--- src/hdl/lbc_pkg.sv ---
// shared types, codes and constants of the led blink code generator
package lbc_pkg;

    // register widths and reset values
    localparam int COUNT_W     = 8;
    localparam int TIME_W      = 16;
    localparam int CFG_ADDR_W  = 2;
    localparam int CFG_DATA_W  = 16;
    localparam int PHASE_W     = 2;
    localparam int IN_TDATA_W  = 8;
    localparam int OUT_TDATA_W = 8;

    localparam logic [TIME_W-1:0] RST_ON_TIME  = 16'd200;
    localparam logic [TIME_W-1:0] RST_GAP_TIME = 16'd2000;

    // register indexes
    localparam logic [CFG_ADDR_W-1:0] REG_BLINK_COUNT = 2'd0;
    localparam logic [CFG_ADDR_W-1:0] REG_ON_TIME     = 2'd1;
    localparam logic [CFG_ADDR_W-1:0] REG_GAP_TIME    = 2'd2;

    // phase codes as seen on the result item
    localparam logic [PHASE_W-1:0] PH_START  = 2'd0;
    localparam logic [PHASE_W-1:0] PH_TO_OFF = 2'd1;
    localparam logic [PHASE_W-1:0] PH_TO_ON  = 2'd2;
    localparam logic [PHASE_W-1:0] PH_GAP    = 2'd3;

    // sequencer state, one-hot
    typedef enum logic [3:0] {
        ST_START  = 4'b0001,
        ST_TO_OFF = 4'b0010,
        ST_TO_ON  = 4'b0100,
        ST_GAP    = 4'b1000
    } t_seq_state;

    // configuration write
    typedef struct packed {
        logic                  we;
        logic [CFG_ADDR_W-1:0] addr;
        logic [CFG_DATA_W-1:0] data;
    } t_cfg_wr;

    // result item, led_on in the lowest bit
    typedef struct packed {
        logic [PHASE_W-1:0] phase;
        logic               led_on;
    } t_result;

    localparam int RESULT_W = $bits(t_result);

    // sequencer status towards the top level
    typedef struct packed {
        logic [PHASE_W-1:0] phase;
        logic               led_on;
        logic               idle_count;
    } t_seq_status;

    // state to phase code
    function automatic logic [PHASE_W-1:0] phase_code(input t_seq_state st);
        logic [PHASE_W-1:0] code;
        case (st)
            ST_START:  code = PH_START;
            ST_TO_OFF: code = PH_TO_OFF;
            ST_TO_ON:  code = PH_TO_ON;
            ST_GAP:    code = PH_GAP;
            default:   code = PH_START;
        endcase
        return code;
    endfunction

endpackage

--- src/hdl/lbc_seq.sv ---
// blink sequencer: configuration registers, down-timer and phase state
module lbc_seq import lbc_pkg::*; #(
    parameter int TIMER_BITS = 16
) (
    input  logic        i_clk,
    input  logic        i_rst_n,
    input  t_cfg_wr     i_cfg,
    input  logic        i_step,
    input  logic        i_tick,
    output t_result     o_result,
    output t_seq_status o_status
);

    logic [COUNT_W-1:0]    r_blink_count, n_blink_count;
    logic [TIME_W-1:0]     r_on_time, n_on_time;
    logic [TIME_W-1:0]     r_gap_time, n_gap_time;
    t_seq_state            r_state, n_state;
    logic [COUNT_W-1:0]    r_blinks_left, n_blinks_left;
    logic [TIMER_BITS-1:0] r_timer, n_timer;
    logic                  r_led, n_led;

    logic [TIMER_BITS-1:0] w_timer_dec;
    logic                  w_expired;
    logic [TIMER_BITS-1:0] w_on_load;
    logic [TIMER_BITS-1:0] w_gap_load;

    // timing values fitted to the timer width
    assign w_on_load  = TIMER_BITS'(r_on_time);
    assign w_gap_load = TIMER_BITS'(r_gap_time);

    // tick first: a nonzero timer counts down
    assign w_timer_dec = (i_tick && (r_timer != '0)) ? (r_timer - 1'b1) : r_timer;
    assign w_expired   = (w_timer_dec == '0);

    // one evaluation of the sequencer per item
    always_comb begin
        n_blink_count = r_blink_count;
        n_on_time     = r_on_time;
        n_gap_time    = r_gap_time;
        n_state       = r_state;
        n_blinks_left = r_blinks_left;
        n_timer       = r_timer;
        n_led         = r_led;

        if (i_step) begin
            n_timer = w_timer_dec;
            case (r_state)
                ST_START: begin
                    n_blinks_left = r_blink_count;
                    if (r_blink_count != '0) begin
                        n_led         = 1'b1;
                        n_timer       = w_on_load;
                        n_state       = ST_TO_OFF;
                        n_blinks_left = r_blink_count - 1'b1;
                    end
                end
                ST_TO_OFF: begin
                    if (w_expired) begin
                        n_led   = 1'b0;
                        n_timer = w_on_load;
                        n_state = ST_TO_ON;
                    end
                end
                ST_TO_ON: begin
                    if (w_expired) begin
                        if (r_blinks_left != '0) begin
                            n_blinks_left = r_blinks_left - 1'b1;
                            n_timer       = w_on_load;
                            n_state       = ST_TO_OFF;
                            n_led         = 1'b1;
                        end else begin
                            n_timer = w_gap_load;
                            n_state = ST_GAP;
                        end
                    end
                end
                ST_GAP: begin
                    if (w_expired) begin
                        n_state = ST_START;
                    end
                end
                default: begin
                    n_state = ST_START;
                end
            endcase
        end

        // register writes, count write restarts the pattern
        if (i_cfg.we) begin
            case (i_cfg.addr)
                REG_BLINK_COUNT: begin
                    n_blink_count = i_cfg.data[COUNT_W-1:0];
                    n_state       = ST_START;
                end
                REG_ON_TIME:  n_on_time  = i_cfg.data[TIME_W-1:0];
                REG_GAP_TIME: n_gap_time = i_cfg.data[TIME_W-1:0];
                default: begin
                end
            endcase
        end
    end

    // state registers
    always_ff @(posedge i_clk) begin
        if (!i_rst_n) begin
            r_blink_count <= '0;
            r_on_time     <= RST_ON_TIME;
            r_gap_time    <= RST_GAP_TIME;
            r_state       <= ST_START;
            r_blinks_left <= '0;
            r_timer       <= '0;
            r_led         <= 1'b0;
        end else begin
            r_blink_count <= n_blink_count;
            r_on_time     <= n_on_time;
            r_gap_time    <= n_gap_time;
            r_state       <= n_state;
            r_blinks_left <= n_blinks_left;
            r_timer       <= n_timer;
            r_led         <= n_led;
        end
    end

    // result of this evaluation
    assign o_result.led_on = n_led;
    assign o_result.phase  = phase_code(n_state);

    assign o_status.phase      = phase_code(r_state);
    assign o_status.led_on     = r_led;
    assign o_status.idle_count = (r_blink_count == '0);

endmodule

--- src/hdl/lbc_obuf.sv ---
// output register with skid stage for result items
module lbc_obuf import lbc_pkg::*; (
    input  logic    i_clk,
    input  logic    i_rst_n,
    input  logic    i_in_valid,
    output logic    o_in_ready,
    input  t_result i_in_data,
    output logic    o_out_valid,
    input  logic    i_out_ready,
    output t_result o_out_data
);

    logic    r_main_valid, n_main_valid;
    logic    r_skid_valid, n_skid_valid;
    t_result r_main_data, n_main_data;
    t_result r_skid_data, n_skid_data;
    logic    w_in_fire;

    assign o_in_ready = !r_skid_valid;
    assign w_in_fire  = i_in_valid && !r_skid_valid;

    // refill the output register, park an item in the skid stage on stall
    always_comb begin
        n_main_valid = r_main_valid;
        n_main_data  = r_main_data;
        n_skid_valid = r_skid_valid;
        n_skid_data  = r_skid_data;
        if (!r_main_valid || i_out_ready) begin
            if (r_skid_valid) begin
                n_main_valid = 1'b1;
                n_main_data  = r_skid_data;
                n_skid_valid = 1'b0;
            end else if (w_in_fire) begin
                n_main_valid = 1'b1;
                n_main_data  = i_in_data;
            end else begin
                n_main_valid = 1'b0;
            end
        end else if (w_in_fire) begin
            n_skid_valid = 1'b1;
            n_skid_data  = i_in_data;
        end
    end

    // control flags
    always_ff @(posedge i_clk) begin
        if (!i_rst_n) begin
            r_main_valid <= 1'b0;
            r_skid_valid <= 1'b0;
        end else begin
            r_main_valid <= n_main_valid;
            r_skid_valid <= n_skid_valid;
        end
    end

    // payload
    always_ff @(posedge i_clk) begin
        r_main_data <= n_main_data;
        r_skid_data <= n_skid_data;
    end

    assign o_out_valid = r_main_valid;
    assign o_out_data  = r_main_data;

endmodule

--- src/hdl/led_blink_code_generator.sv ---
// a result item is registered once its input item is accepted, in the skid stage while the output stalls
// throughput: one item per cycle while the skid stage is empty, set by the sequencer update per item
// the output register and skid stage keep input flowing: the skid stage takes one more item on stall
// reset: synchronous, active low; phase start, led off, timer and count zero,
// on_time 200 and gap_time 2000 ticks, no result pending
module led_blink_code_generator import lbc_pkg::*; #(
    parameter int TIMER_BITS = 16
) (
    input  logic                   i_clk,
    input  logic                   i_rst_n,
    // input item: [0] advance_time, [7:1] zero
    input  logic                   s_axis_tvalid,
    output logic                   s_axis_tready,
    input  logic [IN_TDATA_W-1:0]  s_axis_tdata,
    // result item: [0] led_on, [2:1] phase, [7:3] zero
    output logic                   m_axis_tvalid,
    input  logic                   m_axis_tready,
    output logic [OUT_TDATA_W-1:0] m_axis_tdata,
    // register writes
    input  logic                   i_cfg_we,
    input  logic [CFG_ADDR_W-1:0]  i_cfg_addr,
    input  logic [CFG_DATA_W-1:0]  i_cfg_wdata
);

    t_cfg_wr     w_cfg;
    t_result     w_result;
    t_result     w_out;
    t_seq_status w_status;
    logic        w_step;

    assign w_cfg.we   = i_cfg_we;
    assign w_cfg.addr = i_cfg_addr;
    assign w_cfg.data = i_cfg_wdata;

    assign w_step = s_axis_tvalid && s_axis_tready;

    // sequencer
    lbc_seq #(
        .TIMER_BITS (TIMER_BITS)
    ) u_seq (
        .i_clk    (i_clk),
        .i_rst_n  (i_rst_n),
        .i_cfg    (w_cfg),
        .i_step   (w_step),
        .i_tick   (s_axis_tdata[0]),
        .o_result (w_result),
        .o_status (w_status)
    );

    // result buffering
    lbc_obuf u_obuf (
        .i_clk       (i_clk),
        .i_rst_n     (i_rst_n),
        .i_in_valid  (s_axis_tvalid),
        .o_in_ready  (s_axis_tready),
        .i_in_data   (w_result),
        .o_out_valid (m_axis_tvalid),
        .i_out_ready (m_axis_tready),
        .o_out_data  (w_out)
    );

    assign m_axis_tdata = {(OUT_TDATA_W - RESULT_W)'(0), w_out};

    // back-pressure only while a result is held
    a_stall_has_result: assert property (@(posedge i_clk) disable iff (!i_rst_n)
        !s_axis_tready |-> m_axis_tvalid)
        else $error("input stalled with no result pending");

    // after an accepted item a result is always pending next cycle
    a_item_gives_result: assert property (@(posedge i_clk) disable iff (!i_rst_n)
        w_step |=> m_axis_tvalid)
        else $error("accepted item produced no result");

    // count write sends the sequencer back to start
    a_count_restart: assert property (@(posedge i_clk) disable iff (!i_rst_n)
        (i_cfg_we && (i_cfg_addr == REG_BLINK_COUNT)) |=> (w_status.phase == PH_START))
        else $error("count write did not restart the pattern");

    // with a zero count an item leaves the sequencer in start
    a_idle_stays: assert property (@(posedge i_clk) disable iff (!i_rst_n)
        (w_step && !i_cfg_we && w_status.idle_count && (w_status.phase == PH_START))
        |=> ((w_status.phase == PH_START) && ($past(w_status.led_on) == w_status.led_on)))
        else $error("sequencer left start with zero count");

endmodule

--- config.mk ---
export PLATFORM = sky130hd
export DESIGN_NAME = led_blink_code_generator
export DESIGN_NICKNAME = d
export VERILOG_FILES = /design/src/hdl/lbc_pkg.sv /design/src/hdl/lbc_seq.sv /design/src/hdl/lbc_obuf.sv /design/src/hdl/led_blink_code_generator.sv
export SDC_FILE = /design/constraint.sdc
export NUM_CORES = 1
export LEC_CHECK = 0
export BUFFER_PORTS_ARGS = -buffer_cell sky130_fd_sc_hd__buf_2
export CAP_MARGIN = 10
export CORE_ASPECT_RATIO = 1.1
export CORE_MARGIN = 3
export CORE_UTILIZATION = 50
export CTS_CLUSTER_DIAMETER = 30
export DETAILED_ROUTE_END_ITERATION = 8
export PLACE_DENSITY_LB_ADDON = 0.2
export SLEW_MARGIN = 40
export SYNTH_ARGS = -nofsm -noshare
export SYNTH_HDL_FRONTEND = slang
export SYNTH_SLANG_ARGS = --single-unit
--- constraint.sdc ---
create_clock -name i_clk -period 4.1 [get_ports i_clk]
set_input_delay 0.205 -clock i_clk [delete_from_list [all_inputs] [get_ports i_clk]]
set_output_delay 0.205 -clock i_clk [all_outputs]
set_load 0.05 [all_outputs]
==> results.toml <==
[grt]
antenna_found_initial = 0
grt_pass1_wl_mm = 19.45
grt_pass1_vias = 3958
overflow = 0
grtUsageTotal_pct = 24.27
grt_max_degree = 34

[worst_setup_path]
start_kind = "register"
crit_type = "register to register"
arrival_ns = 4.10
crit_chain = "inv_1, ha_1, or4b_2, nor4_4, nor3_2, a2111o_1, or3b_1, or4_4, a41o_1, xnor2_2, o31ai_1"
path_max_fanout = 5
crit_required_ns = 4.27
crit_buf_inv = 1
reg2reg_depth = 11
worst_path_max_delay_cell = "or4b_2"
reg2reg_from = "u_seq.r_timer[1]"
endpoint_kind = "register"
crit_family = "simple AND/OR/NAND/NOR gates"
cp_slowest_stage_delay_ns = 0.67
r2r_end = "u_obuf.o_out_data[1]"
r2r_slack_ns = 0.17

[clock_network]
cts.sinks = 77
cts_tree = "yes"
cts_buffers = 9
cts_max_level = 3
hold_buffers = 0
cts_setup_buffers = 0
ctsRootBufferMaster = "clkbuf_8"
clk_pin_slew_ns = 0.08
clk_latency_ns = 0.35
clockBufferDepth = 2

[synthesis]
syn_avg_cell_area_sq_um = 7.692
synth_compound_area_share_pct = 22.59
synthArstFlopShare_pct = 0
synth_simple_gate_area_share_pct = 30.22
synth_xor_area_share_pct = 3.332
synth_area_leaders = "dfxtp_1 32%, nand2_1 9.9%, a21oi_1 6.6%"
yosysSeqAreaShare_pct = 36.15
synthCells = 576
synth_top_cell_by_area = "dfxtp_1"
yosysWarnings = 0
synthMuxAreaShare_pct = 0.9319
yosys-top-cells-count = "117 x nand2_1, 71 x dfxtp_1, 58 x a21oi_1"
synth_adder_area_share_pct = 1.130
ys.flop_type = "dfxtp_1"
synth_most_common_cell = "nand2_1"
ys_ff_latch = 77
synth_top_family_by_area = "simple AND/OR/NAND/NOR gates"
synth_edf_count = 6
synth_top_area_share_pct = 32.08
yosysUniqueCellTypes = 71
syn_area_sq_um = 4430

[drt]
drtPass1Iterations = 5
drt-vias-per-instance = 5.969
detail-route-antenna-nets = 0
drc = 0
initialDrtViolationCount = 361
drt_wl_total_mm = 11.60
vias = 4262
post_drt_wl_per_cell_um = 16.25

[cells_and_area]
area_growth_pct = 10.48
layout-drive-gt1-share_pct = 14.59
nets = 633
final_area_sq_um = 4895
antenna_cells = 0

[sta]
slew_headroom_pct = 46.70
timing.final.setup_violations = 0
tns_ns = 0
min_period_ns = 3.933
fmax_mhz = 254.3
hold_viol_final = 0
post-route-period-util_pct = 95.92
slew_violations = 0
tightest_slew_ns = 0.7975
rsz0062_at_grt = "no"
finClkSkew_ns = 0.01646

[floorplan]
die_area_sq_um = 10030
fp.dieW_um = 95.75
ioPinCount = 41
core_sq_um = 8496
rows = 35
die_h_um = 104.7
start_util_pct = 52.15

[power_and_ir_drop]
pwr_density_cell_nw_per_um2 = 504.4
leakage_nw = 1.844
vdd_drop_max_uv = 361.8

[worst_hold_path]
hold_start = "i_cfg_wdata[10]"
hp-class = "primary input to register"
hold_path_depth = 3
hold_end = "u_seq.r_gap_time[10]"

[outcome]
status = "complete, no violations"

[placement]
place_area_sq_um = 4658
dp_hpwl_mm = 8.197
gp_congestion = 0.8707
numPortBuffers = 28

[run]
maxCapViolCount = 0
==> area by class of cell <==
class	count	area, sq um
Clock inverter	5	82.58
Clock buffer	11	141.4
Fill cell	817	3601
Inverter	12	45.04
Timing Repair Buffer	46	275.3
Multi-Input combinational cell	452	2610
Sequential cell	77	1602
Tap cell	111	138.9
==> per-stage QoR <==
stage / worst slack, ns / hold slack [ns] / utilization (%) / instances / total power (W)
after floorplan: 0.1510 / 0.3290 / - / 580 / 0.001611
after global placement: 0.2375 / 0.4292 / 54.83 / 698 / 0.001790
after detailed placement: 0.1518 / 0.4379 / 54.83 / 698 / 0.001806
after CTS: 0.1193 / 0.07304 / 57.47 / 714 / 0.002454
after global routing: 0.008969 / 0.09577 / 57.61 / 714 / 0.002614
final: 0.1674 / 0.08381 / 57.61 / 714 / 0.002469
==> routing by layer <==
metal  global-route usage [%]  vias up  share of wire (%)
met1                    34.84     1987                 45
met2                    36.81      170                 45
li1                         -     2086                  -
met3                    4.176       19                7.3
met5                        0        -                  0
met4                    7.724        0                2.0
==> layout by cell type (no fill, tap or decap), drive strengths merged, types with 7 or more instances in the layout <==
cell,Yosys,layout
a21oi,58,58
a22oi,13,13
buf,12,46
clkbuf,27,11
dfxtp,71,71
inv,11,12
nand2,117,117
nand2b,10,10
nand3,16,16
nor2,42,42
nor3,16,16
nor4,8,8
o21ai,27,27
or2,11,11
or3,13,13
xnor2,9,9
xor2,7,7
==> sequential cells by signal, indices dropped and copies added, names as in the netlist <==
signal and count:
u_seq.r_blinks_left 8, u_obuf.r_skid_data 3, u_obuf.o_out_data 3, u_seq.r_timer 16, u_seq.r_on_time 16, u_seq.r_gap_time 16, u_obuf.o_out_valid 1, u_seq.r_blink_count 8
u_seq.r_led 1, u_obuf.r_skid_valid 1, u_seq.r_state 4
==> kinds of logic after synthesis <==
logic type,after synthesis
flip-flops,77
XOR/XNOR,16
buffers and inverters,51
adder cells (fa/ha/maj),4
AND/OR/NAND/NOR,270
AO/OA/AOI/OAI,153
multiplexers,4
other,1
==> power by group <==
| group | switching [W] | internal [W] | leakage, nW |
|---|---|---|---|
| clock | 0.000285 | 0.000361 | 0.110 |
| sequential | 0.0000666 | 0.000816 | 0.636 |
| combinational | 0.000564 | 0.000375 | 1.10 |
==> worst max path at each step <==
stage	depth (start not counted)	to	slack, ns	start
floorplan	12	u_obuf.o_out_data[1]	0.15	u_seq.r_timer[6]
detailed placement	10	u_seq.r_blinks_left[0]	0.15	u_seq.r_timer[6]
finish	11	u_obuf.o_out_data[1]	0.17	u_seq.r_timer[1]
global route	11	u_obuf.o_out_data[1]	0.009	u_seq.r_timer[1]
global placement	9	u_obuf.o_out_data[1]	0.24	u_seq.r_timer[6]
CTS	10	u_seq.r_blinks_left[0]	0.12	u_seq.r_timer[6]
==> worst min-delay path: cells and delay by family <==
kind | cells | cell delay (ns)
buf+inv | 1 | 0.09
simple gates | 2 | 0.10
==> repair_timing <==
item	4_1_cts	5_1_grt
resized for setup	0	1
setup endpoints to repair	0	3
endpoints found under the hold margin	0	0
No activity file was read; power rests on OpenSTA's default activity.
